===== src/rtl/gvp_pkg.sv =====
`default_nettype none
// ----------------------------------------------------------------------------
// gvp_pkg: shared types, constants and tables
// Request and result formats, parameter codes, log-domain constants and the
// ln(1+2^-i) table used by the log and exponential units.
// ----------------------------------------------------------------------------
package gvp_pkg;

	localparam int MAX_GAUSS_DEF = 16;
	localparam int NUM_CLASSES   = 6;
	localparam int NUM_REGS      = 7;

	localparam int LW  = 48;
	localparam int LNW = 40;
	localparam int DW  = 80;
	localparam int QW  = 41;

	localparam int LN2_VAL    = 45426;
	localparam int EXP_LIMIT  = 40 * LN2_VAL;

	localparam logic signed [LW-1:0] LOG_FLOOR = 48'shFF00_0000_0000;
	localparam logic signed [LW-1:0] GAUSS_OFS = -48'sd605336;
	localparam logic signed [LW-1:0] LL_OFS    = 48'sd1362780;
	localparam logic signed [LW-1:0] LL_MAX    = 48'sd2147483647;
	localparam logic signed [LW-1:0] LL_MIN    = -48'sd2147483648;
	localparam logic [QW-1:0]        QUAD_CAP  = 41'h100_0000_0000;

	localparam logic       ACT_WRITE  = 1'b0;
	localparam logic [1:0] KIND_MIX   = 2'd0;
	localparam logic [1:0] KIND_MEAN  = 2'd1;
	localparam logic [1:0] KIND_VAR   = 2'd2;
	localparam logic [1:0] KIND_CLASS = 2'd3;
	localparam logic [2:0] REG_TOTAL  = 3'd0;
	localparam logic [2:0] REG_COUNT0 = 3'd1;

	typedef struct packed {
		logic        action;
		logic [15:0] intensity;
		logic [15:0] bias_gain;
		logic [7:0]  prior_c0;
		logic [7:0]  prior_c1;
		logic [7:0]  prior_c2;
		logic [7:0]  prior_c3;
		logic [7:0]  prior_c4;
		logic [7:0]  prior_c5;
		logic [1:0]  param_kind;
		logic [3:0]  param_index;
		logic [31:0] param_value;
	} voxel_t;

	typedef struct packed {
		logic [3:0]         gaussian_index;
		logic [2:0]         class_index;
		logic [15:0]        posterior;
		logic signed [31:0] log_likelihood;
		logic               last;
	} result_t;

	function automatic logic [4:0] reg_reset(input logic [2:0] i);
		case (i)
			3'd0: reg_reset = 5'd12;
			3'd4: reg_reset = 5'd3;
			3'd5: reg_reset = 5'd4;
			3'd6: reg_reset = 5'd2;
			default: reg_reset = 5'd1;
		endcase
	endfunction

	function automatic logic [16:0] ln_tab(input logic [4:0] i);
		case (i)
			5'd1:  ln_tab = 17'd26573;
			5'd2:  ln_tab = 17'd14624;
			5'd3:  ln_tab = 17'd7719;
			5'd4:  ln_tab = 17'd3973;
			5'd5:  ln_tab = 17'd2017;
			5'd6:  ln_tab = 17'd1016;
			5'd7:  ln_tab = 17'd510;
			5'd8:  ln_tab = 17'd256;
			5'd9:  ln_tab = 17'd128;
			5'd10: ln_tab = 17'd64;
			5'd11: ln_tab = 17'd32;
			5'd12: ln_tab = 17'd16;
			5'd13: ln_tab = 17'd8;
			5'd14: ln_tab = 17'd4;
			5'd15: ln_tab = 17'd2;
			5'd16: ln_tab = 17'd1;
			default: ln_tab = 17'd45426;
		endcase
	endfunction

endpackage
`default_nettype wire


===== src/rtl/gvp_div.sv =====
`default_nettype none
// ----------------------------------------------------------------------------
// gvp_div: restoring divider
// One quotient bit per cycle. The caller hands in the divisor already
// aligned to the top quotient bit and the number of quotient bits.
// ----------------------------------------------------------------------------
module gvp_div (
	input  wire logic                     clk,
	input  wire logic                     arst_n,
	input  wire logic                     start,
	input  wire logic [gvp_pkg::DW-1:0]   num,
	input  wire logic [gvp_pkg::DW-1:0]   den,
	input  wire logic [5:0]               steps,
	output logic                          done,
	output logic [gvp_pkg::QW-1:0]        quo
);
	import gvp_pkg::*;

	logic           busy_q;
	logic           done_q;
	logic [5:0]     cnt_q;
	logic [DW-1:0]  rem_q;
	logic [DW-1:0]  den_q;
	logic [QW-1:0]  quo_q;
	logic           ge;

	assign ge   = rem_q >= den_q;
	assign done = done_q;
	assign quo  = quo_q;

	always_ff @(posedge clk or negedge arst_n) begin
		if (!arst_n) begin
			busy_q <= 1'b0;
			done_q <= 1'b0;
			cnt_q  <= '0;
			rem_q  <= '0;
			den_q  <= '0;
			quo_q  <= '0;
		end else begin
			done_q <= 1'b0;
			if (busy_q) begin
				if (ge) begin
					rem_q <= rem_q - den_q;
				end
				quo_q <= {quo_q[QW-2:0], ge};
				den_q <= den_q >> 1;
				cnt_q <= cnt_q - 6'd1;
				if (cnt_q == 6'd1) begin
					busy_q <= 1'b0;
					done_q <= 1'b1;
				end
			end else if (start) begin
				rem_q  <= num;
				den_q  <= den;
				quo_q  <= '0;
				cnt_q  <= steps;
				busy_q <= 1'b1;
			end
		end
	end

endmodule
`default_nettype wire


===== config.mk =====
export PLATFORM = sky130hd
export DESIGN_NAME = gvp_div
export DESIGN_NICKNAME = d
export VERILOG_FILES = /design/src/rtl/gvp_pkg.sv /design/src/rtl/gvp_div.sv
export SDC_FILE = /design/constraint.sdc
export NUM_CORES = 1
export LEC_CHECK = 0
export ABC_AREA = 1
export BUFFER_PORTS_ARGS = -buffer_cell sky130_fd_sc_hd__buf_4
export CAP_MARGIN = 20
export CORE_UTILIZATION = 60
export CTS_BUF_LIST = sky130_fd_sc_hd__clkbuf_8
export CTS_CLUSTER_DIAMETER = 200
export CTS_CLUSTER_SIZE = 28
export DETAILED_ROUTE_END_ITERATION = 8
export GPL_TIMING_DRIVEN = 1
export PLACE_DENSITY = 0.84
export SLEW_MARGIN = 40
export SYNTH_ARGS = -nofsm -noshare
export SYNTH_HDL_FRONTEND = slang
export SYNTH_SLANG_ARGS = --single-unit

===== constraint.sdc =====
create_clock -name clk -period 3 [get_ports clk]
set_clock_uncertainty 0.2 [all_clocks]
set_input_delay 0.6 -clock clk [delete_from_list [all_inputs] [get_ports clk]]
set_output_delay 0.6 -clock clk [all_outputs]
set_load 0.05 [all_outputs]

Word-level counts from Yosys, hierarchy flattened
Index checks and enable logic that the tools add are counted.

storage, ports and cells
  bits in registers = 209
  latch bits = 0
  bits in writable memories = 0
  memory bits (read-only) = 0
  bits of input ports = 169
  output and inout bits = 42
  word-level logic and storage cells = 27
  memories = 0

cells by class
  add/subtract/negate cells = 2
  $mul = 0
  div/mod/pow operators = 0
  magnitude comparators = 1
  equality and inequality tests = 2
  shift-type cells = 0
  muxes and demuxes = 14
  bitwise logic cells = 0
  reductions and logical operators = 2

operator list
  cell                                                                      count
  80-bit two-way mux                                                        5
  41-bit two-way mux                                                        2
  80-bit >= comparator                                                      1
  80-bit subtractor                                                         1
  6-bit two-way mux                                                         2
  6-bit by 1-bit == test with 1-bit output (second input constant)          1
  6-bit by 1-bit subtractor with 6-bit output (second input constant)       1
  1-bit two-way mux                                                         5
  2-bit by 1-bit inequality test with 1-bit output (second input constant)  1
  2-bit AND reduction                                                       1
  2-bit nonzero test                                                        1

Depth between registers and ports, before layout
Gate-level depths: netlist (run 1).

  depth in word-level cells = 3
  mapped depth = 19
  mapped depth without buffers = 19

Least setup slack after synthesis (run 1)
Ideal clock, no wire load.

  kind = flip-flop to flip-flop
  from = register rem_q[0]
  to = register rem_q[65]
  library setup time = 0.117 ns
  arrival = 2.194 ns
  required time = 2.683 ns
  setup slack = 0.489 ns
  cell stages (with the launch flop) = 18
  buffers on the path = 1
  clock period less this slack = 2.511 ns
  path through = dfrtp_1 inv_1 ha_1 inv_1 fa_1 nand3_1 nand3_1 nand2_1 nand2_1 nand2_1 nand3_1 nand3_1 nand4_1 nand2_4 nand2_8 buf_6 nand3_1 nand2_1

on the way
  longest elaborated chain between the ends = 3
  elaborated cells on any way between the ends = 6
  classes of those cells = add/sub: 1; order compare: 1; eq/ne: 1; mux: 2; reduce/logical: 1

ends and longest elaborated chain
  item                                                                                           RTL line                      source
  start: declaration                                                                             gvp_div.sv:22                 logic [DW-1:0] rem_q;
  start signal: assignment                                                                       gvp_div.sv:43                 rem_q <= rem_q - den_q;
  start signal: assignment                                                                       gvp_div.sv:53                 rem_q <= num;
  80-bit subtractor / 80-bit >= comparator (equally long branches)                               gvp_div.sv:43, gvp_div.sv:27
  80-bit two-way mux / 2-bit by 1-bit inequality test with 1-bit output (equally long branches)  --
  80-bit two-way mux / 2-bit AND reduction (equally long branches)                               --

Parallel ways exist; a longest one is shown, timed or not. The select of a mux whose other input is x is not followed.
A chain may end at the register's enable or synchronous reset.

Worst setup path after layout (run 1)
  from = register rem_q[55]
  to = register rem_q[67]

Same word-level chain as after synthesis.

==> qor.csv, run 1 <==
stage,metric,value,unit
outcome,result of the run,completed,
cells_and_area,ratio of cells with drive above 1 in the final layout,13.47,%
logic_synthesis,mapped cell area,16690,µm²
worst_setup_path,CP max-delay cell,sky130_fd_sc_hd__dfrtp_1,
clock_tree,clock-pin slew on the worst setup and hold paths,0.19,ns
worst_setup_path,"critical path, cell by cell",ha_1 -> nand2_1 -> nor2_1 -> inv_1 -> nor3_2 -> buf_4 -> nand2_1 -> nor3_2 -> nand2_2 -> nand3_1 -> nand3_1 -> nand3_1 -> nand2_1,
clock_tree,Worst-Skew Late Latency,0.58,ns
route,final wirelength,58290,µm
logic_synthesis,"Async S/R FF share, synth",100.0,%
place,PortBufs,210,
sta,RSZ-0062 raised after global routing,yes,
clock_tree,post-CTS setup buffer count,0,
route,number of remaining DRC errors,0,
logic_synthesis,proportion of synthesized chip area in sequential cells,31.33,%
worst_setup_path,kind of launch point of the worst setup path,flop,
cells_and_area,post-route design area,19340,µm²
clock_tree,clock tree from TritonCTS,built,
place,global placer's final weighted congestion,1.082,
sta,post-route fraction of the period consumed by the critical path,97.70,%
route,total via count after detailed routing,18340,
cells_and_area,"leading cell types in the layout, fill and taps excluded","sky130_fd_sc_hd__nand2_1 (1,013), sky130_fd_sc_hd__inv_1 (473), sky130_fd_sc_hd__buf_4 (249)",
floorplan,die height,168.8,µm
floorplan,core box area,27100,µm²
sta,transition time of the tightest slew-check pin,0.8008,ns
clock_tree,cell chosen for the clock root,sky130_fd_sc_hd__clkbuf_8,
global_route,number of global-route vias before repair,17260,
cells_and_area,final-stage net count,3127,
sta,Final Hold Violating Endpoints,0,
cells_and_area,Syn-to-layout area delta,15.85,%
logic_synthesis,number of synthesized register bits,209,
global_route,maximum number of pins on one net before global-route repair,163,
logic_synthesis,synth warn,0,
route,Via density,5.649,
clock_tree,number of clock buffers inserted by TritonCTS,11,
cells_and_area,"most common cell after layout, fill and taps aside",sky130_fd_sc_hd__nand2_1,
floorplan,Ports,211,
global_route,wire length of the first global-routing pass,90230,µm
worst_setup_path,worst stage delay on the critical path,0.44,ns
min_path,path type of the worst min-delay path,input pin to flop,
logic_synthesis,number of cells produced by synthesis,2678,
clock_tree,Clock Path Buffers,3,
sta,number of max-slew violations in the final report,0,
logic_synthesis,Avg Synthesized Cell Area,6.234,µm²
sta,number of setup violations in the final report,0,
worst_setup_path,critical path data required time,3.23,ns
clock_tree,clock sink count,209,
cells_and_area,final antenna diode count,0,
floorplan,overall die area,28490,µm²
clock_tree,H-tree Lvls,1,
worst_setup_path,start-to-end type of the worst setup path,flop to flop,
global_route,Tot GR Track Use,40.35,%
route,Antenna Nets Post-Route,0,
global_route,residual overflow from global routing,0,
logic_synthesis,library cells used by synthesis,37,
logic_synthesis,number of synthesized flops with an enable pin,0,
route,Wirelength per Cell,17.96,µm
floorplan,effective utilization at floorplan,61.60,%
floorplan,Die W,168.8,µm
sta,minimum hold slack,0.01292,ns
worst_setup_path,peak fanout along the critical path,5,
place,DPL Wire Length,46000,µm
logic_synthesis,"Top FF cell, synth",sky130_fd_sc_hd__dfrtp_1,
job,maxcap violations,0,
logic_synthesis,synthesized net count,2930,
floorplan,Row Count,60,
route,drt initial violations,1805,
worst_setup_path,worst endpoint data arrival time,3.17,ns
sta,time the final worst path needs with I/O delays and setup,2.931,ns
sta,Rel. slew slack,46.61,%
worst_setup_path,setup slack on the worst flop-to-flop path,0.07,ns
route,router iterations before antenna repair,8,
place,post-placement cell area,18880,µm²
global_route,antenna violations before repair,0,
worst_setup_path,critical path endpoint category,flop,
sta,Max Freq,341.2,MHz
## flip-flops by register name, indices dropped and copies added (netlist names)
name / flops
rem_q: 80
cnt_q: 6
den_q: 80
busy_q: 1
quo: 41
done: 1
## final cells by class
class / instances / area (µm²)
clock buffers: 11 / 151.4
repair buffers: 262 / 2103
multi-input cells: 1907 / 9549
flip-flops and latches: 209 / 5231
inverters: 484 / 1823
well taps: 372 / 465.4
fillers: 2326 / 7761
clock inverters: 1 / 16.27
## repair_timing
item | in CTS | in global routing
setup endpoints to repair | 31 | 81
hold buffers | 1 | 0
resized for setup | 4 | 71
hold endpoints to repair | 48 | 0
pin swaps | 0 | 0
## path summary, 6_finish.rpt
path,end,start,cells past startpoint
setup / recovery,rem_q[67]$_DFFE_PN0P_,rem_q[55]$_DFFE_PN0P_,13
hold / removal,den_q[51]$_DFFE_PN0P_,den[51],3
setup reg to reg,rem_q[67]$_DFFE_PN0P_,rem_q[55]$_DFFE_PN0P_,13
hold reg to reg,done$_DFF_PN0_,cnt_q[5]$_DFFE_PN0P_,1
max in group asynchronous,quo[9]$_DFFE_PN0P_,arst_n,3
min in group asynchronous,den_q[15]$_DFFE_PN0P_,arst_n,2
## cell families (layout without fill, tap and decap cells)
logic type,after synthesis,after routing,synth area share (%)
DFF,209,209,31.33
buffers and inverters,562,758,13.06
AOI/OAI and AO/OA,306,306,11.64
xor gates and xnor gates,21,21,1.102
adders and majority gates,83,83,6.266
and+or+nand+nor,1497,1497,36.60
## metal layers
layer,global-route usage (%),wire length (µm),vias to the layer above
met3,5.588,5266,129
met4,15.22,2336,0
met1,53.35,23760,8467
met5,0,0,-
met2,67.18,26920,975
li1,-,-,8766
## critical path: cells and delay by family, from the launching register on
kind | cells | cell delay, ns
DFF | 1 | 0.44
adders and majority gates | 1 | 0.39
and+or+nand+nor | 10 | 1.48
buffers and inverters | 2 | 0.26
## cells in the mapped netlist (all sizes together) (2+ instances only)
| cell | count | area [µm²] |
|---|---|---|
| xor2 | 3 | 26.28 |
| o21ai | 64 | 320.3 |
| o21bai | 18 | 135.1 |
| a21oi | 99 | 499.2 |
| o221ai | 79 | 691.9 |
| dfrtp | 209 | 5230 |
| o22ai | 39 | 244.0 |
| clkbuf | 55 | 206.5 |
| nor2 | 182 | 705.7 |
| o211ai | 3 | 22.52 |
| a22oi | 2 | 15.01 |
| nand3 | 212 | 1061 |
| ha | 82 | 1026 |
| nor3 | 26 | 135.1 |
| inv | 484 | 1817 |
| nand2 | 1030 | 3895 |
| xnor2 | 18 | 157.7 |
| nand3b | 15 | 112.6 |
| or2 | 25 | 156.4 |
| buf | 23 | 157.7 |
| nand4 | 5 | 31.28 |
## metrics by stage
stage                     setup WS [ns]  std cells  util [%]  setup TNS, ns
after detailed placement       -0.09977       3233     69.68         -1.409
after global placement          0.02130       3233     69.68              0
after floorplan                  0.4886       2678         -              0
final                           0.06889       3246     71.36              0
after global routing           -0.02447       3246     71.36       -0.08982
after CTS                       0.01598       3246     70.40              0
Power of run 1 is left out: the tool's default activity adds up to more than one toggle a clock period on the data nets, which glitch-free logic cannot reach.
==> run 2: changes to the inputs <==
--- a/config.mk
+++ b/config.mk
@@ -14,7 +14,7 @@
 export CTS_CLUSTER_SIZE = 28
 export DETAILED_ROUTE_END_ITERATION = 8
 export GPL_TIMING_DRIVEN = 1
-export PLACE_DENSITY = 0.84
+export PLACE_DENSITY = 0.93
 export SLEW_MARGIN = 40
 export SYNTH_ARGS = -nofsm -noshare
 export SYNTH_HDL_FRONTEND = slang
==> run 2 against run 1 <==
Net effect:
- wire length up 3.0%
- global-route usage up 0.68 points
- sequential share of layout area down 0.12 points
- hold slack better by 0.0061 ns
- critical path type unchanged
- fmax about the same
- clock-buffer cell count unchanged
- flip-flop and latch count unchanged
- critical path depth down 1
- die area unchanged
==> qor.csv, run 2 (synthesis results as in run 1) <==
stage,metric,value,unit,change
sta,post-route fraction of the period consumed by the critical path,97.65,%,about the same
worst_setup_path,start-to-end type of the worst setup path,flop to flop,,
clock_tree,clock sink count,209,,unchanged
route,number of remaining DRC errors,0,,unchanged
clock_tree,Worst-Skew Late Latency,0.55,ns,-0.03 ns
cells_and_area,"most common cell after layout, fill and taps aside",sky130_fd_sc_hd__nand2_1,,
worst_setup_path,setup slack on the worst flop-to-flop path,0.07,ns,about the same
job,maxcap violations,0,,unchanged
floorplan,effective utilization at floorplan,61.60,%,unchanged
floorplan,core box area,27100,µm²,unchanged
place,post-placement cell area,19080,µm²,+1.0%
worst_setup_path,critical path endpoint category,flop,,
sta,setup slack after layout,0.07044,ns,+0.001551 ns
cells_and_area,"leading cell types in the layout, fill and taps excluded","sky130_fd_sc_hd__nand2_1 (1,021), sky130_fd_sc_hd__inv_1 (475), sky130_fd_sc_hd__buf_4 (269)",,
min_path,path type of the worst min-delay path,input pin to flop,,
route,total via count after detailed routing,18530,,+1.0%
clock_tree,Clock Path Buffers,3,,unchanged
route,Wirelength per Cell,18.36,µm,+2.2%
global_route,wire length of the first global-routing pass,91720,µm,+1.7%
sta,number of setup violations in the final report,0,,unchanged
cells_and_area,"Core Util, Final",71.67,%,+0.31 points
global_route,residual overflow from global routing,0,,unchanged
global_route,number of global-route vias before repair,17610,,+2.0%
cells_and_area,post-route design area,19420,µm²,+0.43%
clock_tree,cell chosen for the clock root,sky130_fd_sc_hd__clkbuf_8,,
route,Via density,5.665,,+0.28%
route,DR top layer,met5,,
sta,minimum hold slack,0.01901,ns,+0.006085 ns
sta,transition time of the tightest slew-check pin,0.7949,ns,-0.005904 ns
place,DPL Wire Length,46760,µm,+1.6%
worst_setup_path,critical path data required time,3.29,ns,+0.06 ns
route,Antenna Nets Post-Route,0,,unchanged
global_route,Tot GR Track Use,41.03,%,+0.68 points
place,post-place setup slack,0.03737,ns,+0.1371 ns
outcome,result of the run,completed,,
cells_and_area,final-stage net count,3150,,+0.74%
sta,number of max-slew violations in the final report,0,,unchanged
floorplan,Ports,211,,unchanged
sta,Max Freq,341.3,MHz,about the same
route,wire length on met3,5634,µm,+7.0%
route,drt initial violations,1914,,+6.0%
route,routed length on met2,27090,µm,+0.63%
sta,Rel. slew slack,47.01,%,+0.39 points
place,global placer's final weighted congestion,1.181,,+9.2%
cells_and_area,ratio of cells with drive above 1 in the final layout,12.87,%,-0.59 points
floorplan,Die W,168.8,µm,unchanged
worst_setup_path,kind of launch point of the worst setup path,flop,,
route,final wirelength,60040,µm,+3.0%
floorplan,Row Count,60,,unchanged
global_route,maximum number of pins on one net before global-route repair,220,,+35%
cells_and_area,final antenna diode count,0,,unchanged
cells_and_area,number of filler instances in the final layout,2233,,-4.0%
place,PortBufs,210,,unchanged
global_route,antenna violations before repair,1,,+1
clock_tree,clock-pin slew on the worst setup and hold paths,0.17,ns,-0.02 ns
clock_tree,clock tree from TritonCTS,built,,
floorplan,die height,168.8,µm,unchanged
sta,RSZ-0062 raised after global routing,yes,,
cells_and_area,Syn-to-layout area delta,16.35,%,
clock_tree,H-tree Lvls,1,,unchanged
route,routed length on met1,24410,µm,+2.7%
sta,Final Hold Violating Endpoints,0,,unchanged
worst_setup_path,peak fanout along the critical path,5,,unchanged
route,router iterations before antenna repair,6,,-2
clock_tree,number of clock buffers inserted by TritonCTS,11,,unchanged
sta,time the final worst path needs with I/O delays and setup,2.930,ns,-0.001551 ns
floorplan,overall die area,28490,µm²,unchanged
worst_setup_path,worst endpoint data arrival time,3.22,ns,+0.05 ns
==> run 2: per-stage QoR <==
step | setup TNS, ns | std cells
2_1_floorplan | 0 | 2678
3_3_place_gp | 0 | 3254
3_5_place_dp | 0 | 3254
4_1_cts | 0 | 3268
5_1_grt | -0.05781 | 3270
6_report | 0 | 3270
==> run 2: cell type report <==
cell class | instances | area (µm²) | area share, %
Clock buffer | 11 | 151.4 | 0.7794
Clock inverter | 2 | 20.02 | 0.1031
Inverter | 484 | 1824 | 9.392
Multi-Input combinational cell | 1907 | 9388 | 48.33
Sequential cell | 209 | 5231 | 26.93
Tap cell | 372 | 465.4 | 2.396
Timing Repair Buffer | 285 | 2344 | 12.07
==> run 2: worst max-delay path: stages, from the launching register on <==
cell,delay [ns]
sky130_fd_sc_hd__dfrtp_1,0.48
sky130_fd_sc_hd__ha_1,0.47
sky130_fd_sc_hd__nand2_1,0.13
sky130_fd_sc_hd__nor2_1,0.20
sky130_fd_sc_hd__inv_1,0.08
sky130_fd_sc_hd__nor2_2,0.27
sky130_fd_sc_hd__nand2_1,0.14
sky130_fd_sc_hd__nor2_1,0.38
sky130_fd_sc_hd__nor2_1,0.12
sky130_fd_sc_hd__nand3_1,0.11
sky130_fd_sc_hd__nand3_1,0.08
sky130_fd_sc_hd__nand3_1,0.12
sky130_fd_sc_hd__nand2_1,0.05
==> run 2: layer usage <==
metal	vias to the layer above	track usage [%]
met5	-	0
met4	2	17.39
met3	165	6.336
met2	982	67.10
met1	8562	54.09
li1	8814	-
==> run 2: what timing repair did <==
action | in CTS | in global routing
endpoints found under the hold margin | 45 | 0
gates resized for setup | 0 | 31
endpoints found under the setup margin | 0 | 81
buffers inserted | 0 | 0
hold buffers | 1 | 0
==> run 2: final timing paths <==
path                                  startpoint                    end  cells after the start
max                        rem_q[66]$_DFFE_PN0P_  rem_q[69]$_DFFE_PN0P_                     12
min                                      den[13]  den_q[13]$_DFFE_PN0P_                      3
max reg2reg                rem_q[66]$_DFFE_PN0P_  rem_q[69]$_DFFE_PN0P_                     12
min reg2reg                 cnt_q[4]$_DFFE_PN0P_         done$_DFF_PN0_                      1
max in group asynchronous                 arst_n    quo[11]$_DFFE_PN0P_                      3
min in group asynchronous                 arst_n  den_q[22]$_DFFE_PN0P_                      2
Power of run 2 is left out for the same reason.
