`config.mk`:
```
export PLATFORM = sky130hd
export DESIGN_NAME = gvp_exp
export DESIGN_NICKNAME = d
export VERILOG_FILES = /design/src/rtl/gvp_pkg.sv /design/src/rtl/gvp_exp.sv
export SDC_FILE = /design/constraint.sdc
export NUM_CORES = 1
export LEC_CHECK = 0
export BUFFER_PORTS_ARGS = -buffer_cell sky130_fd_sc_hd__buf_4
export CORE_ASPECT_RATIO = 0.7
export CORE_MARGIN = 2
export CORE_UTILIZATION = 65
export CTS_CLUSTER_DIAMETER = 200
export DETAILED_ROUTE_END_ITERATION = 8
export HOLD_SLACK_MARGIN = 0.12
export PLACE_DENSITY = 0.85
export SLEW_MARGIN = 40
export SYNTH_ARGS = -nofsm -noshare
export SYNTH_HDL_FRONTEND = slang
export SYNTH_SLANG_ARGS = --single-unit
```
`constraint.sdc`:
```
create_clock -name clk -period 12.1 [get_ports clk]
set_input_delay 2.42 -clock clk [delete_from_list [all_inputs] [get_ports clk]]
set_output_delay 2.42 -clock clk [all_outputs]
set_load 0.1 [all_outputs]
```
`src/rtl/gvp_pkg.sv`:
```
`default_nettype none
// ----------------------------------------------------------------------------
// gvp_pkg: shared types, constants and tables
// Request and result formats, parameter codes, log-domain constants and the
// ln(1+2^-i) table used by the log and exponential units.
// ----------------------------------------------------------------------------
package gvp_pkg;

	localparam int MAX_GAUSS_DEF = 16;
	localparam int NUM_CLASSES   = 6;
	localparam int NUM_REGS      = 7;

	localparam int LW  = 48;
	localparam int LNW = 40;
	localparam int DW  = 80;
	localparam int QW  = 41;

	localparam int LN2_VAL    = 45426;
	localparam int EXP_LIMIT  = 40 * LN2_VAL;

	localparam logic signed [LW-1:0] LOG_FLOOR = 48'shFF00_0000_0000;
	localparam logic signed [LW-1:0] GAUSS_OFS = -48'sd605336;
	localparam logic signed [LW-1:0] LL_OFS    = 48'sd1362780;
	localparam logic signed [LW-1:0] LL_MAX    = 48'sd2147483647;
	localparam logic signed [LW-1:0] LL_MIN    = -48'sd2147483648;
	localparam logic [QW-1:0]        QUAD_CAP  = 41'h100_0000_0000;

	localparam logic       ACT_WRITE  = 1'b0;
	localparam logic [1:0] KIND_MIX   = 2'd0;
	localparam logic [1:0] KIND_MEAN  = 2'd1;
	localparam logic [1:0] KIND_VAR   = 2'd2;
	localparam logic [1:0] KIND_CLASS = 2'd3;
	localparam logic [2:0] REG_TOTAL  = 3'd0;
	localparam logic [2:0] REG_COUNT0 = 3'd1;

	typedef struct packed {
		logic        action;
		logic [15:0] intensity;
		logic [15:0] bias_gain;
		logic [7:0]  prior_c0;
		logic [7:0]  prior_c1;
		logic [7:0]  prior_c2;
		logic [7:0]  prior_c3;
		logic [7:0]  prior_c4;
		logic [7:0]  prior_c5;
		logic [1:0]  param_kind;
		logic [3:0]  param_index;
		logic [31:0] param_value;
	} voxel_t;

	typedef struct packed {
		logic [3:0]         gaussian_index;
		logic [2:0]         class_index;
		logic [15:0]        posterior;
		logic signed [31:0] log_likelihood;
		logic               last;
	} result_t;

	function automatic logic [4:0] reg_reset(input logic [2:0] i);
		case (i)
			3'd0: reg_reset = 5'd12;
			3'd4: reg_reset = 5'd3;
			3'd5: reg_reset = 5'd4;
			3'd6: reg_reset = 5'd2;
			default: reg_reset = 5'd1;
		endcase
	endfunction

	function automatic logic [16:0] ln_tab(input logic [4:0] i);
		case (i)
			5'd1:  ln_tab = 17'd26573;
			5'd2:  ln_tab = 17'd14624;
			5'd3:  ln_tab = 17'd7719;
			5'd4:  ln_tab = 17'd3973;
			5'd5:  ln_tab = 17'd2017;
			5'd6:  ln_tab = 17'd1016;
			5'd7:  ln_tab = 17'd510;
			5'd8:  ln_tab = 17'd256;
			5'd9:  ln_tab = 17'd128;
			5'd10: ln_tab = 17'd64;
			5'd11: ln_tab = 17'd32;
			5'd12: ln_tab = 17'd16;
			5'd13: ln_tab = 17'd8;
			5'd14: ln_tab = 17'd4;
			5'd15: ln_tab = 17'd2;
			5'd16: ln_tab = 17'd1;
			default: ln_tab = 17'd45426;
		endcase
	endfunction

endpackage
`default_nettype wire

```
`src/rtl/gvp_exp.sv`:
```
`default_nettype none
// ----------------------------------------------------------------------------
// gvp_exp: exp(-a) unit
// Splits a into a multiple of ln 2 and a remainder by six restoring steps,
// runs sixteen table steps on the remainder and shifts the Q2.30 result;
// an operand of 40 ln 2 or more gives zero at once.
module gvp_exp (
	input  wire logic                     clk,
	input  wire logic                     arst_n,
	input  wire logic                     start,
	input  wire logic [gvp_pkg::LW-1:0]   a,
	output logic                          done,
	output logic [32:0]                   y
);
	import gvp_pkg::*;

	typedef enum logic [1:0] {X_IDLE, X_DIV, X_ITER, X_FIN} exp_state_t;

	exp_state_t   state_q;
	logic [20:0]  rem_q;
	logic [5:0]   n_q;
	logic [2:0]   j_q;
	logic [16:0]  s_q;
	logic [32:0]  w_q;
	logic [4:0]   i_q;
	logic         done_q;
	logic [32:0]  y_q;
	logic [20:0]  dsub;
	logic [20:0]  rem_nx;
	logic         ge;
	logic [16:0]  tab;

	assign dsub   = 21'(LN2_VAL) << j_q;
	assign ge     = rem_q >= dsub;
	assign rem_nx = ge ? rem_q - dsub : rem_q;
	assign tab    = ln_tab(i_q);
	assign done   = done_q;
	assign y      = y_q;

	always_ff @(posedge clk or negedge arst_n) begin
		if (!arst_n) begin
			state_q <= X_IDLE;
			rem_q   <= '0;
			n_q     <= '0;
			j_q     <= '0;
			s_q     <= '0;
			w_q     <= '0;
			i_q     <= '0;
			done_q  <= 1'b0;
			y_q     <= '0;
		end else begin
			done_q <= 1'b0;
			case (state_q)
				X_IDLE: begin
					if (start) begin
						if (a >= LW'(EXP_LIMIT)) begin
							y_q    <= '0;
							done_q <= 1'b1;
						end else begin
							rem_q   <= a[20:0];
							n_q     <= '0;
							j_q     <= 3'd5;
							state_q <= X_DIV;
						end
					end
				end
				X_DIV: begin
					rem_q <= rem_nx;
					if (ge) begin
						n_q[j_q] <= 1'b1;
					end
					if (j_q == 3'd0) begin
						s_q     <= 17'(LN2_VAL) - 17'(rem_nx);
						w_q     <= 33'd1 << 30;
						i_q     <= 5'd1;
						state_q <= X_ITER;
					end else begin
						j_q <= j_q - 3'd1;
					end
				end
				X_ITER: begin
					if (s_q >= tab) begin
						s_q <= s_q - tab;
						w_q <= w_q + (w_q >> i_q);
					end
					if (i_q == 5'd16) begin
						state_q <= X_FIN;
					end else begin
						i_q <= i_q + 5'd1;
					end
				end
				X_FIN: begin
					y_q     <= w_q >> ({1'b0, n_q} + 7'd1);
					done_q  <= 1'b1;
					state_q <= X_IDLE;
				end
				default: state_q <= X_IDLE;
			endcase
		end
	end

endmodule
`default_nettype wire

```
* Word level (Yosys, flattened, before mapping)
Memory sizes are Yosys's and may differ from the RTL's. Index checks and enable logic that the tools add are counted.
Cells by class: add/subtract/negate cells 7, magnitude comparators 5, eq/ne operators 13, shift operators 3, muxes and demuxes 34, bitwise operators 1, reductions and logical operators 13
Operators by type and width (count):
- 33-bit 2-to-1 mux | 4
- 33-bit case mux with 2 select lines | 2
- 21-bit 2-to-1 mux | 3
- 48-bit by 21-bit >= comparator with 1-bit output (second input constant) | 1
- 21-bit case mux with 2 select lines | 1
- 17-bit 2-to-1 mux | 2
- 17-bit case mux with 2 select lines | 1
- 33-bit adder | 1
- 33-bit by 5-bit >> shifter with 33-bit output | 1
- 33-bit by 7-bit >> shifter with 33-bit output | 1
- 21-bit >= comparator | 1
- 16-bit by 3-bit << shifter with 21-bit output (first input constant) | 1
- 21-bit subtractor | 1
- 6-bit 2-to-1 mux | 3
- 2-bit != test (second input constant) | 9
- 17-bit >= comparator | 1
- 16-bit by 17-bit subtractor with 17-bit output (first input constant) | 1
- 17-bit subtractor | 1
- 6-bit case mux with 2 select lines | 1
- 3-bit AND reduction | 4
- 4-bit AND reduction | 3
- 5-bit 2-to-1 mux | 2
- 5-bit case mux with 2 select lines | 1
- 3-bit 2-to-1 mux | 3
- 19 further kinds | 27
Storage, ports and cells: register bits after elaboration 121, ROM bits 512, output and inout bits 34, word-level logic and storage cells 87, memories kept 1
Memories:
- (no name shown) | depth 32, width 16, read ports 1, clocked after Yosys merged registers in 0, write ports 0, RTL line gvp_pkg.sv:70 | case (i)

* Longest topological paths before layout
Gate-level depths: netlist of the first run.
depth after elaboration 7, gate-level depth with buffers 25, mapped depth without buffers 21

* Worst setup path after synthesis of the first run
No wires, ideal clock.
path kind reg2reg, start point register j_q[0], end point register s_q[16], setup time 0.126 ns, arrival time 4.977 ns, path slack 6.997 ns, stages on the path, launching flop included 24, buffers on the path 3, clock period less this slack 5.103 ns, path through dfrtp_1 -> clkbuf_1 -> inv_1 -> ha_1 -> or2_2 -> ha_1 -> o211ai_2 -> o211ai_2 -> a211oi_2 -> or4b_4 -> nand2_2 -> buf_4 -> buf_2 -> nor2_1 -> a21oi_1 -> ha_1 -> inv_1 -> nand2_1 -> a41oi_1 -> nor3b_1 -> o311ai_2 -> a21oi_2 -> xnor2_1 -> a221o_1
Between the ends: longest elaborated chain between the ends 6, elaborated cells between the ends (all ways) 10, those cells by class add/sub (2); order compare (1); eq/ne (1); shift (1); mux (3); reduce/logical (2)
RTL lines:
- start, declared | RTL line gvp_exp.sv:22 | logic [2:0] j_q;
- start signal, assigned | RTL line gvp_exp.sv:78 | j_q <= j_q - 3'd1;
- 16-bit by 3-bit << shifter with 21-bit output | RTL line gvp_exp.sv:33 | assign dsub = 21'(LN2_VAL) << j_q;
- 21-bit subtractor / 21-bit >= comparator (equally long branches) | RTL line gvp_exp.sv:35, gvp_exp.sv:34
- 21-bit 2-to-1 mux | RTL line gvp_exp.sv:35 | assign rem_nx = ge ? rem_q - dsub : rem_q;
- 16-bit by 17-bit subtractor with 17-bit output | RTL line gvp_exp.sv:73 | s_q <= 17'(LN2_VAL) - 17'(rem_nx);
- 17-bit 2-to-1 mux | RTL line gvp_exp.sv:72 | if (j_q == 3'd0) begin
- 17-bit case mux with 2 select lines | RTL line gvp_exp.sv:53 | case (state_q)
- end signal, assigned | RTL line gvp_exp.sv:73
- end signal, assigned | RTL line gvp_exp.sv:83 | s_q <= s_q - tab;
- end, declared | RTL line gvp_exp.sv:23 | logic [16:0] s_q;
Parallel ways exist; a longest one is shown, timed or not. The select of a mux whose other input is x is not followed. A chain may end at the register's enable or synchronous reset.

* Final worst setup path of the first run
Same ends and word-level chain as after synthesis.

==> metrics.txt, run 1 <==
H-tree Lvls=4; I/O pins=85; Worst setup EP type=register; nets=1722; Arr. time, crit path=6.34 ns; clock sinks=120; Leak=0.00602 uW; worst-path fanout max=31; #FFs+latches synth=120; status=finished clean; synth unique cells=82; synthesized instance count=1558; vias=12688; CP Launch Type=register; iteration count of the initial detailed-routing pass=8; RSZ-0062 raised after global routing=no; vias in the first global route=11331; layout cell share with drive strength beyond 1=0.142; Max-slew headroom=0.362; Slew @ Worst Pin=0.947 ns; CORE AREA=19000 sq um; hold buffers post-CTS=0; Die X-Extent=170 microns; Max Cap Violations=0; TNS Setup=0 ns; sequential element share of the synthesized area=0.238; Post-Syn Nets=1702; Area Growth Syn to Fin=10.5%; Num CTS Buffers=17; drt total wl=38500 microns; Worst Reg-to-Reg Cells=19; DRC viols=0; Setup CP Type=register to register; clk slew on worst S/H paths=0.06 ns; Worst VDD drop=0.000131 V; required time of the worst setup path=12.41 ns; post-CTS setup buffers=0; Max clock buf depth=2; first-pass GRT wire length=61500 microns; row count=42; min Tclk post-route=6.03 ns; vias per cell=6.84; Main synth FF type=dfrtp_1; Antenna Nets Post-Route=0; Starting Density=0.664; hold depth=2; clock skew=0.00945 ns; final worst slack=6.07 ns; cts repair resizes=0; DR iter-0 viols=2408; initial antenna violation count=0; die area=20500 sq um; fraction of registers with async set/reset=1.00; pin count of the biggest net entering global routing=89; Syn Area/Cell=8.08 sq um; fin crit share=0.498; hpwl dp=27500 microns; number of diodes=0; CTS tree=built; Most common cell on crit path=ha_1; IO Port Bufs=83; worst-path cell chain=inv_1 > ha_1 > nor2b_1 > ha_1 > nor3_2 > o211ai_2 > a211oi_2 > or4b_4 > nand2_2 > a21oi_1 > ha_1 > inv_1 > nand2_1 > a41oi_1 > nor3b_1 > o311ai_2 > a21oi_2 > xnor2_1 > a221o_1; Final setup viols=0; endpoints failing hold=0; Clock Latency Late Sink=0.43 ns; gpl congestion=1.02; GRT overflow=0; HP Class=register to register; clk root buf=clkbuf_16; CP max stage delay=0.53 ns; GRT Util Overall=0.379; post-DR wirelength/cell=20.8 microns; synth warn=0; number of synthesized flops with an enable pin=0; Post-Syn Area=12600 sq um; Achievable Freq=166 MHz; Slew Viols, Final=0; Die Span Y=120 microns; Critical-path top delay cell=dfrtp_1; pre-CTS setup slack=6.33 ns; pwr/cell area=139 nW/um^2
routing by layer:
layer | vias up | part of all wire | track usage
li1 | 5778 | - | -
met1 | 5916 | 0.43 | 0.576
met2 | 896 | 0.40 | 0.524
met3 | 98 | 0.14 | 0.107
met4 | 0 | 0.022 | 0.0962
met5 | - | 0 | 0
power by group:
group / internal [uW] / switching, uW / leakage, uW
Combinational: 335 / 607 / 0.00412
Sequential: 424 / 37.3 / 0.00162
Clock: 328 / 201 / 0.000282
metrics by stage:
step | hold WS, ns | area (sq um) | util | total power, uW | cells
CTS | 0.484 | 13900 | 0.733 | 1890 | 1854
finish | 0.478 | 13900 | 0.734 | 1930 | 1854
global placement | 0.464 | 13300 | 0.701 | 1340 | 1823
global route | 0.502 | 13900 | 0.734 | 2020 | 1854
floorplan | 0.445 | 12600 | - | 1110 | 1558
detailed placement | 0.470 | 13300 | 0.702 | 1360 | 1823
area by class of cell:
type	count	area [sq um]
clock inverter	11	149
inverter	45	169
sequential	120	3010
timing repair buffer	99	751
multi-input combinational	1295	9060
fill	1424	5050
tap	264	330
clock buffer	20	447
cells in the mapped netlist (all sizes together), types with 24 or more instances:
cell | instances | share of area
nand2 | 206 | 0.062
nor2 | 133 | 0.040
a21oi | 131 | 0.053
o21ai | 126 | 0.050
dfrtp | 120 | 0.24
ha | 91 | 0.090
clkbuf | 64 | 0.019
mux2i | 64 | 0.051
inv | 44 | 0.013
xnor2 | 44 | 0.031
nand3 | 39 | 0.015
a21o | 36 | 0.021
buf | 34 | 0.012
mux4 | 33 | 0.059
xor2 | 33 | 0.023
a211oi | 29 | 0.018
mux2 | 27 | 0.024
o31ai | 26 | 0.015
nor3 | 24 | 0.0099
state kept, by name, indices dropped and copies added, names as in the netlist:
register / cells
w_q: 33
y: 32
rem_q: 21
s_q: 17
n_q: 6
i_q: 5
j_q: 3
state_q: 2
done: 1
critical path, delay by kind of cell, from the launching register on:
| kind | cells | cell delay [ns] |
|---|---|---|
| flip-flops | 1 | 0.53 |
| adder cells (fa/ha/maj) | 3 | 0.90 |
| AND/OR/NAND/NOR | 6 | 2.06 |
| XOR/XNOR | 1 | 0.08 |
| AO/OA/AOI/OAI | 7 | 2.01 |
| buffers and inverters | 2 | 0.33 |
layout by cell type (no fill, tap or decap), types with 9 or more instances in the layout:
| cell type | netlist | final |
|---|---|---|
| xor2_1 | 33 | 33 |
| o211ai_1 | 11 | 11 |
| xnor2_1 | 44 | 44 |
| nand2_1 | 205 | 205 |
| a22oi_1 | 9 | 9 |
| dfrtp_1 | 120 | 117 |
| nand3_1 | 39 | 39 |
| a31oi_1 | 14 | 14 |
| nor4_1 | 9 | 9 |
| a21o_1 | 36 | 35 |
| o21a_1 | 12 | 12 |
| nor3_1 | 23 | 23 |
| o21ai_0 | 120 | 120 |
| mux4_2 | 33 | 33 |
| inv_1 | 44 | 44 |
| or3_1 | 17 | 17 |
| a22o_1 | 13 | 13 |
| nor2_1 | 132 | 131 |
| a211oi_1 | 27 | 26 |
| o22ai_1 | 22 | 22 |
| nand2b_1 | 11 | 11 |
| clkbuf_16 | 0 | 17 |
| mux2i_1 | 64 | 64 |
| ha_1 | 91 | 90 |
| o31ai_1 | 26 | 26 |
| nor2b_1 | 13 | 13 |
| buf_4 | 2 | 97 |
| mux2_2 | 27 | 27 |
| a21oi_1 | 128 | 127 |
| nand4_1 | 9 | 9 |
final timing paths:
kind | start | endpoint | slack (ns)
worst min register to register | y[21] | y[21] | 0.48
worst min-delay path | y[21] | y[21] | 0.48
min in group asynchronous | arst_n | rem_q[11] | 2.01
max in group asynchronous | arst_n | i_q[0] | 8.87
worst max register to register | j_q[0] | s_q[16] | 6.07
worst max-delay path | j_q[0] | s_q[16] | 6.07
kinds of logic (layout without fill, tap and decap cells):
| family | count (synthesis) | count (layout) | synth area share |
|---|---|---|---|
| AND/OR/NAND/NOR | 497 | 497 | 0.179 |
| AO/OA/AOI/OAI | 503 | 503 | 0.257 |
| adder cells (fa/ha/maj) | 93 | 93 | 0.0936 |
| multiplexers | 124 | 124 | 0.134 |
| flip-flops | 120 | 120 | 0.238 |
| other | 1 | 1 | 0.000298 |
| XOR/XNOR | 77 | 77 | 0.0535 |
| buffers and inverters | 143 | 175 | 0.0443 |
Note: power is estimated with default switching activity, not from simulation.
==> run 2, diff against run 1 <==
--- a/config.mk
+++ b/config.mk
@@ -8,11 +8,11 @@
 export BUFFER_PORTS_ARGS = -buffer_cell sky130_fd_sc_hd__buf_4
 export CORE_ASPECT_RATIO = 0.7
 export CORE_MARGIN = 2
-export CORE_UTILIZATION = 65
+export CORE_UTILIZATION = 57
 export CTS_CLUSTER_DIAMETER = 200
 export DETAILED_ROUTE_END_ITERATION = 8
 export HOLD_SLACK_MARGIN = 0.12
-export PLACE_DENSITY = 0.85
+export PLACE_DENSITY = 0.79
 export SLEW_MARGIN = 40
 export SYNTH_ARGS = -nofsm -noshare
 export SYNTH_HDL_FRONTEND = slang
==> constraint.sdc (replaced) <==
create_clock -name clk -period 5.5 [get_ports clk]
set_input_delay 1.1 -clock clk [delete_from_list [all_inputs] [get_ports clk]]
set_output_delay 1.1 -clock clk [all_outputs]
set_load 0.1 [all_outputs]
==> run 2 against run 1 <==
  * Register-to-register slack got worse by 5.8 ns
  * Core utilization shrank 8.7 points
  * Maximum frequency grew 15%
  * Final area rose by 0.78%
  * Global-route usage shrank 4.1 points
  * Largest power group unchanged
  * Critical endpoint unchanged
  * Critical path type unchanged
  * Via count shrank 1.5%
  * Sequential share of layout area decreased by 0.19 points
  * Die area rose by 14%
  * Clock power up 110%
==> metrics.txt, run 2 (synthesized netlist as in run 1, its figures left out) <==
required time of the worst setup path=5.81 ns (was 12.41 ns); iteration count of the initial detailed-routing pass=5 (was 8); DRC viols=0 (unchanged); Slew @ Worst Pin=0.903 ns (was 0.947 ns); row count=45 (was 42); IO Port Bufs=83 (unchanged); clock sinks=120 (unchanged); most frequent cells in the layout=nand2_1 (205), nor2_1 (132), a21oi_1 (127) (was nand2_1 (205), nor2_1 (131), a21oi_1 (127)); CP Launch Type=register (unchanged); Area Growth Syn to Fin=11.4% (was 10.5%); Die X-Extent=182 microns (was 170 microns); gpl congestion=1.01 (was 1.02); Final setup viols=0 (unchanged); RSZ-0062 raised after global routing=no (unchanged); die area=23300 sq um (was 20500 sq um); number of diodes=0 (unchanged); endpoints failing hold=0 (unchanged); met3 wire len=5150 microns (was 5490 microns); cts repair resizes=0 (unchanged); pwr/cell area=303 nW/um^2 (was 139 nW/um^2); status=finished clean (unchanged); hpwl dp=29300 microns (was 27500 microns); Max clock buf depth=2 (unchanged); vias in the first global route=11118 (was 11331); GRT Util Overall=0.337 (was 0.379); Leak=0.00609 uW (was 0.00602 uW); CORE AREA=21700 sq um (was 19000 sq um); Fillers=1853 (was 1424); pin count of the biggest net entering global routing=54 (was 89); register bank with the most flops=w_q (unchanged); Num CTS Buffers=17 (unchanged); Clock Latency Late Sink=0.44 ns (was 0.43 ns); H-tree Lvls=4 (unchanged); initial antenna violation count=0 (unchanged); clk root buf=clkbuf_16 (unchanged); multi-input logic area=9050 sq um (was 9060 sq um); first-pass GRT wire length=61700 microns (was 61500 microns); post-CTS setup buffers=0 (unchanged); Post-Route Utilization=0.647 (was 0.734); drt total wl=39000 microns (was 38500 microns); M1 wire length=18000 microns (was 16600 microns); Arr. time, crit path=5.55 ns (was 6.34 ns); final worst slack=0.266 ns (was 6.07 ns); clock skew=0.0152 ns (was 0.00945 ns); TNS Setup=0 ns (unchanged); post-DR wirelength/cell=20.7 microns (was 20.8 microns); Max-slew headroom=0.382 (was 0.362); worst-path fanout max=9 (was 31); Largest register FFs=33 (unchanged); met2 WL post-DR=15500 microns (was 15600 microns); fin crit share=0.952 (was 0.498); Max Cap Violations=0 (unchanged); Worst setup EP type=register (unchanged); DR iter-0 viols=1567 (was 2408); Die Span Y=128 microns (was 120 microns); Slew Viols, Final=0 (unchanged); Worst VDD drop=0.000266 V (was 0.000131 V); CTS tree=built (unchanged); Starting Density=0.581 (was 0.664); Sequential Area=3010 sq um (about the same); pre-CTS setup slack=0.417 ns (was 6.33 ns); Hold WS=0.481 ns (was 0.478 ns); DR top layer=met4 (unchanged); Achievable Freq=191 MHz (was 166 MHz); I/O pins=85 (unchanged); commonest non-fill, non-tap cell in the layout=nand2_1 (unchanged); nets=1738 (was 1722); clk slew on worst S/H paths=0.06 ns (about the same); min Tclk post-route=5.23 ns (was 6.03 ns); HP Class=register to register (unchanged); vias per cell=6.62 (was 6.84); layout cell share with drive strength beyond 1=0.149 (was 0.142); hold buffers post-CTS=0 (unchanged); vias=12503 (was 12688); Setup CP Type=register to register (unchanged); GRT overflow=0 (unchanged); Antenna Nets Post-Route=0 (unchanged)
==> run 2: critical path: stages (launching register included) <==
cell	delay (ns)
dfrtp_1	0.48
inv_1	0.20
ha_1	0.38
or2_2	0.31
ha_1	0.39
o211ai_2	0.14
o211ai_2	0.26
a211oi_2	0.17
or4b_4	0.56
nand2_2	0.11
nor2_1	0.04
a21oi_1	0.18
ha_1	0.21
inv_1	0.07
nand2_1	0.11
a41oi_1	0.23
nor3b_1	0.47
o311ai_2	0.21
a21oi_2	0.18
xnor2_1	0.08
a221o_1	0.32
==> run 2: layout make-up <==
type / count / area share
clock inverter: 11 / 0.00883
timing repair buffer: 115 / 0.0624
inverter: 45 / 0.0120
multi-input combinational: 1295 / 0.645
clock buffer: 21 / 0.0321
tap: 282 / 0.0252
sequential: 120 / 0.215
==> run 2: per-layer routing <==
metal / vias up / global-route usage
li1: 5827 / -
met1: 5940 / 0.518
met2: 688 / 0.459
met3: 48 / 0.107
met4: 0 / 0.0693
met5: - / 0
==> run 2: power by group <==
part	internal, uW	leakage (uW)	switching (uW)
clock	678	0.000273	451
sequential	932	0.00162	85.9
combinational	788	0.00420	1320
total	2400	0.00609	1860
==> run 2: stage by stage <==
step	cell area (sq um)	cells	power (uW)
after floorplan	12600	1558	2450
after global placement	13500	1857	3050
after detailed placement	13500	1857	3060
after CTS	14000	1889	4200
after global routing	14000	1889	4470
final	14000	1889	4260
==> run 2: worst paths after layout <==
kind / slack [ns] / start / endpoint / cells past startpoint
worst max-delay path: 0.27 / j_q[1] / s_q[16] / 20
min in group asynchronous: 0.67 / arst_n / y[18] / 1
worst min-delay path: 0.48 / y[21] / y[21] / 2
worst max register to register: 0.27 / j_q[1] / s_q[16] / 20
worst min register to register: 0.48 / y[21] / y[21] / 2
max in group asynchronous: 3.86 / arst_n / y[19] / 2
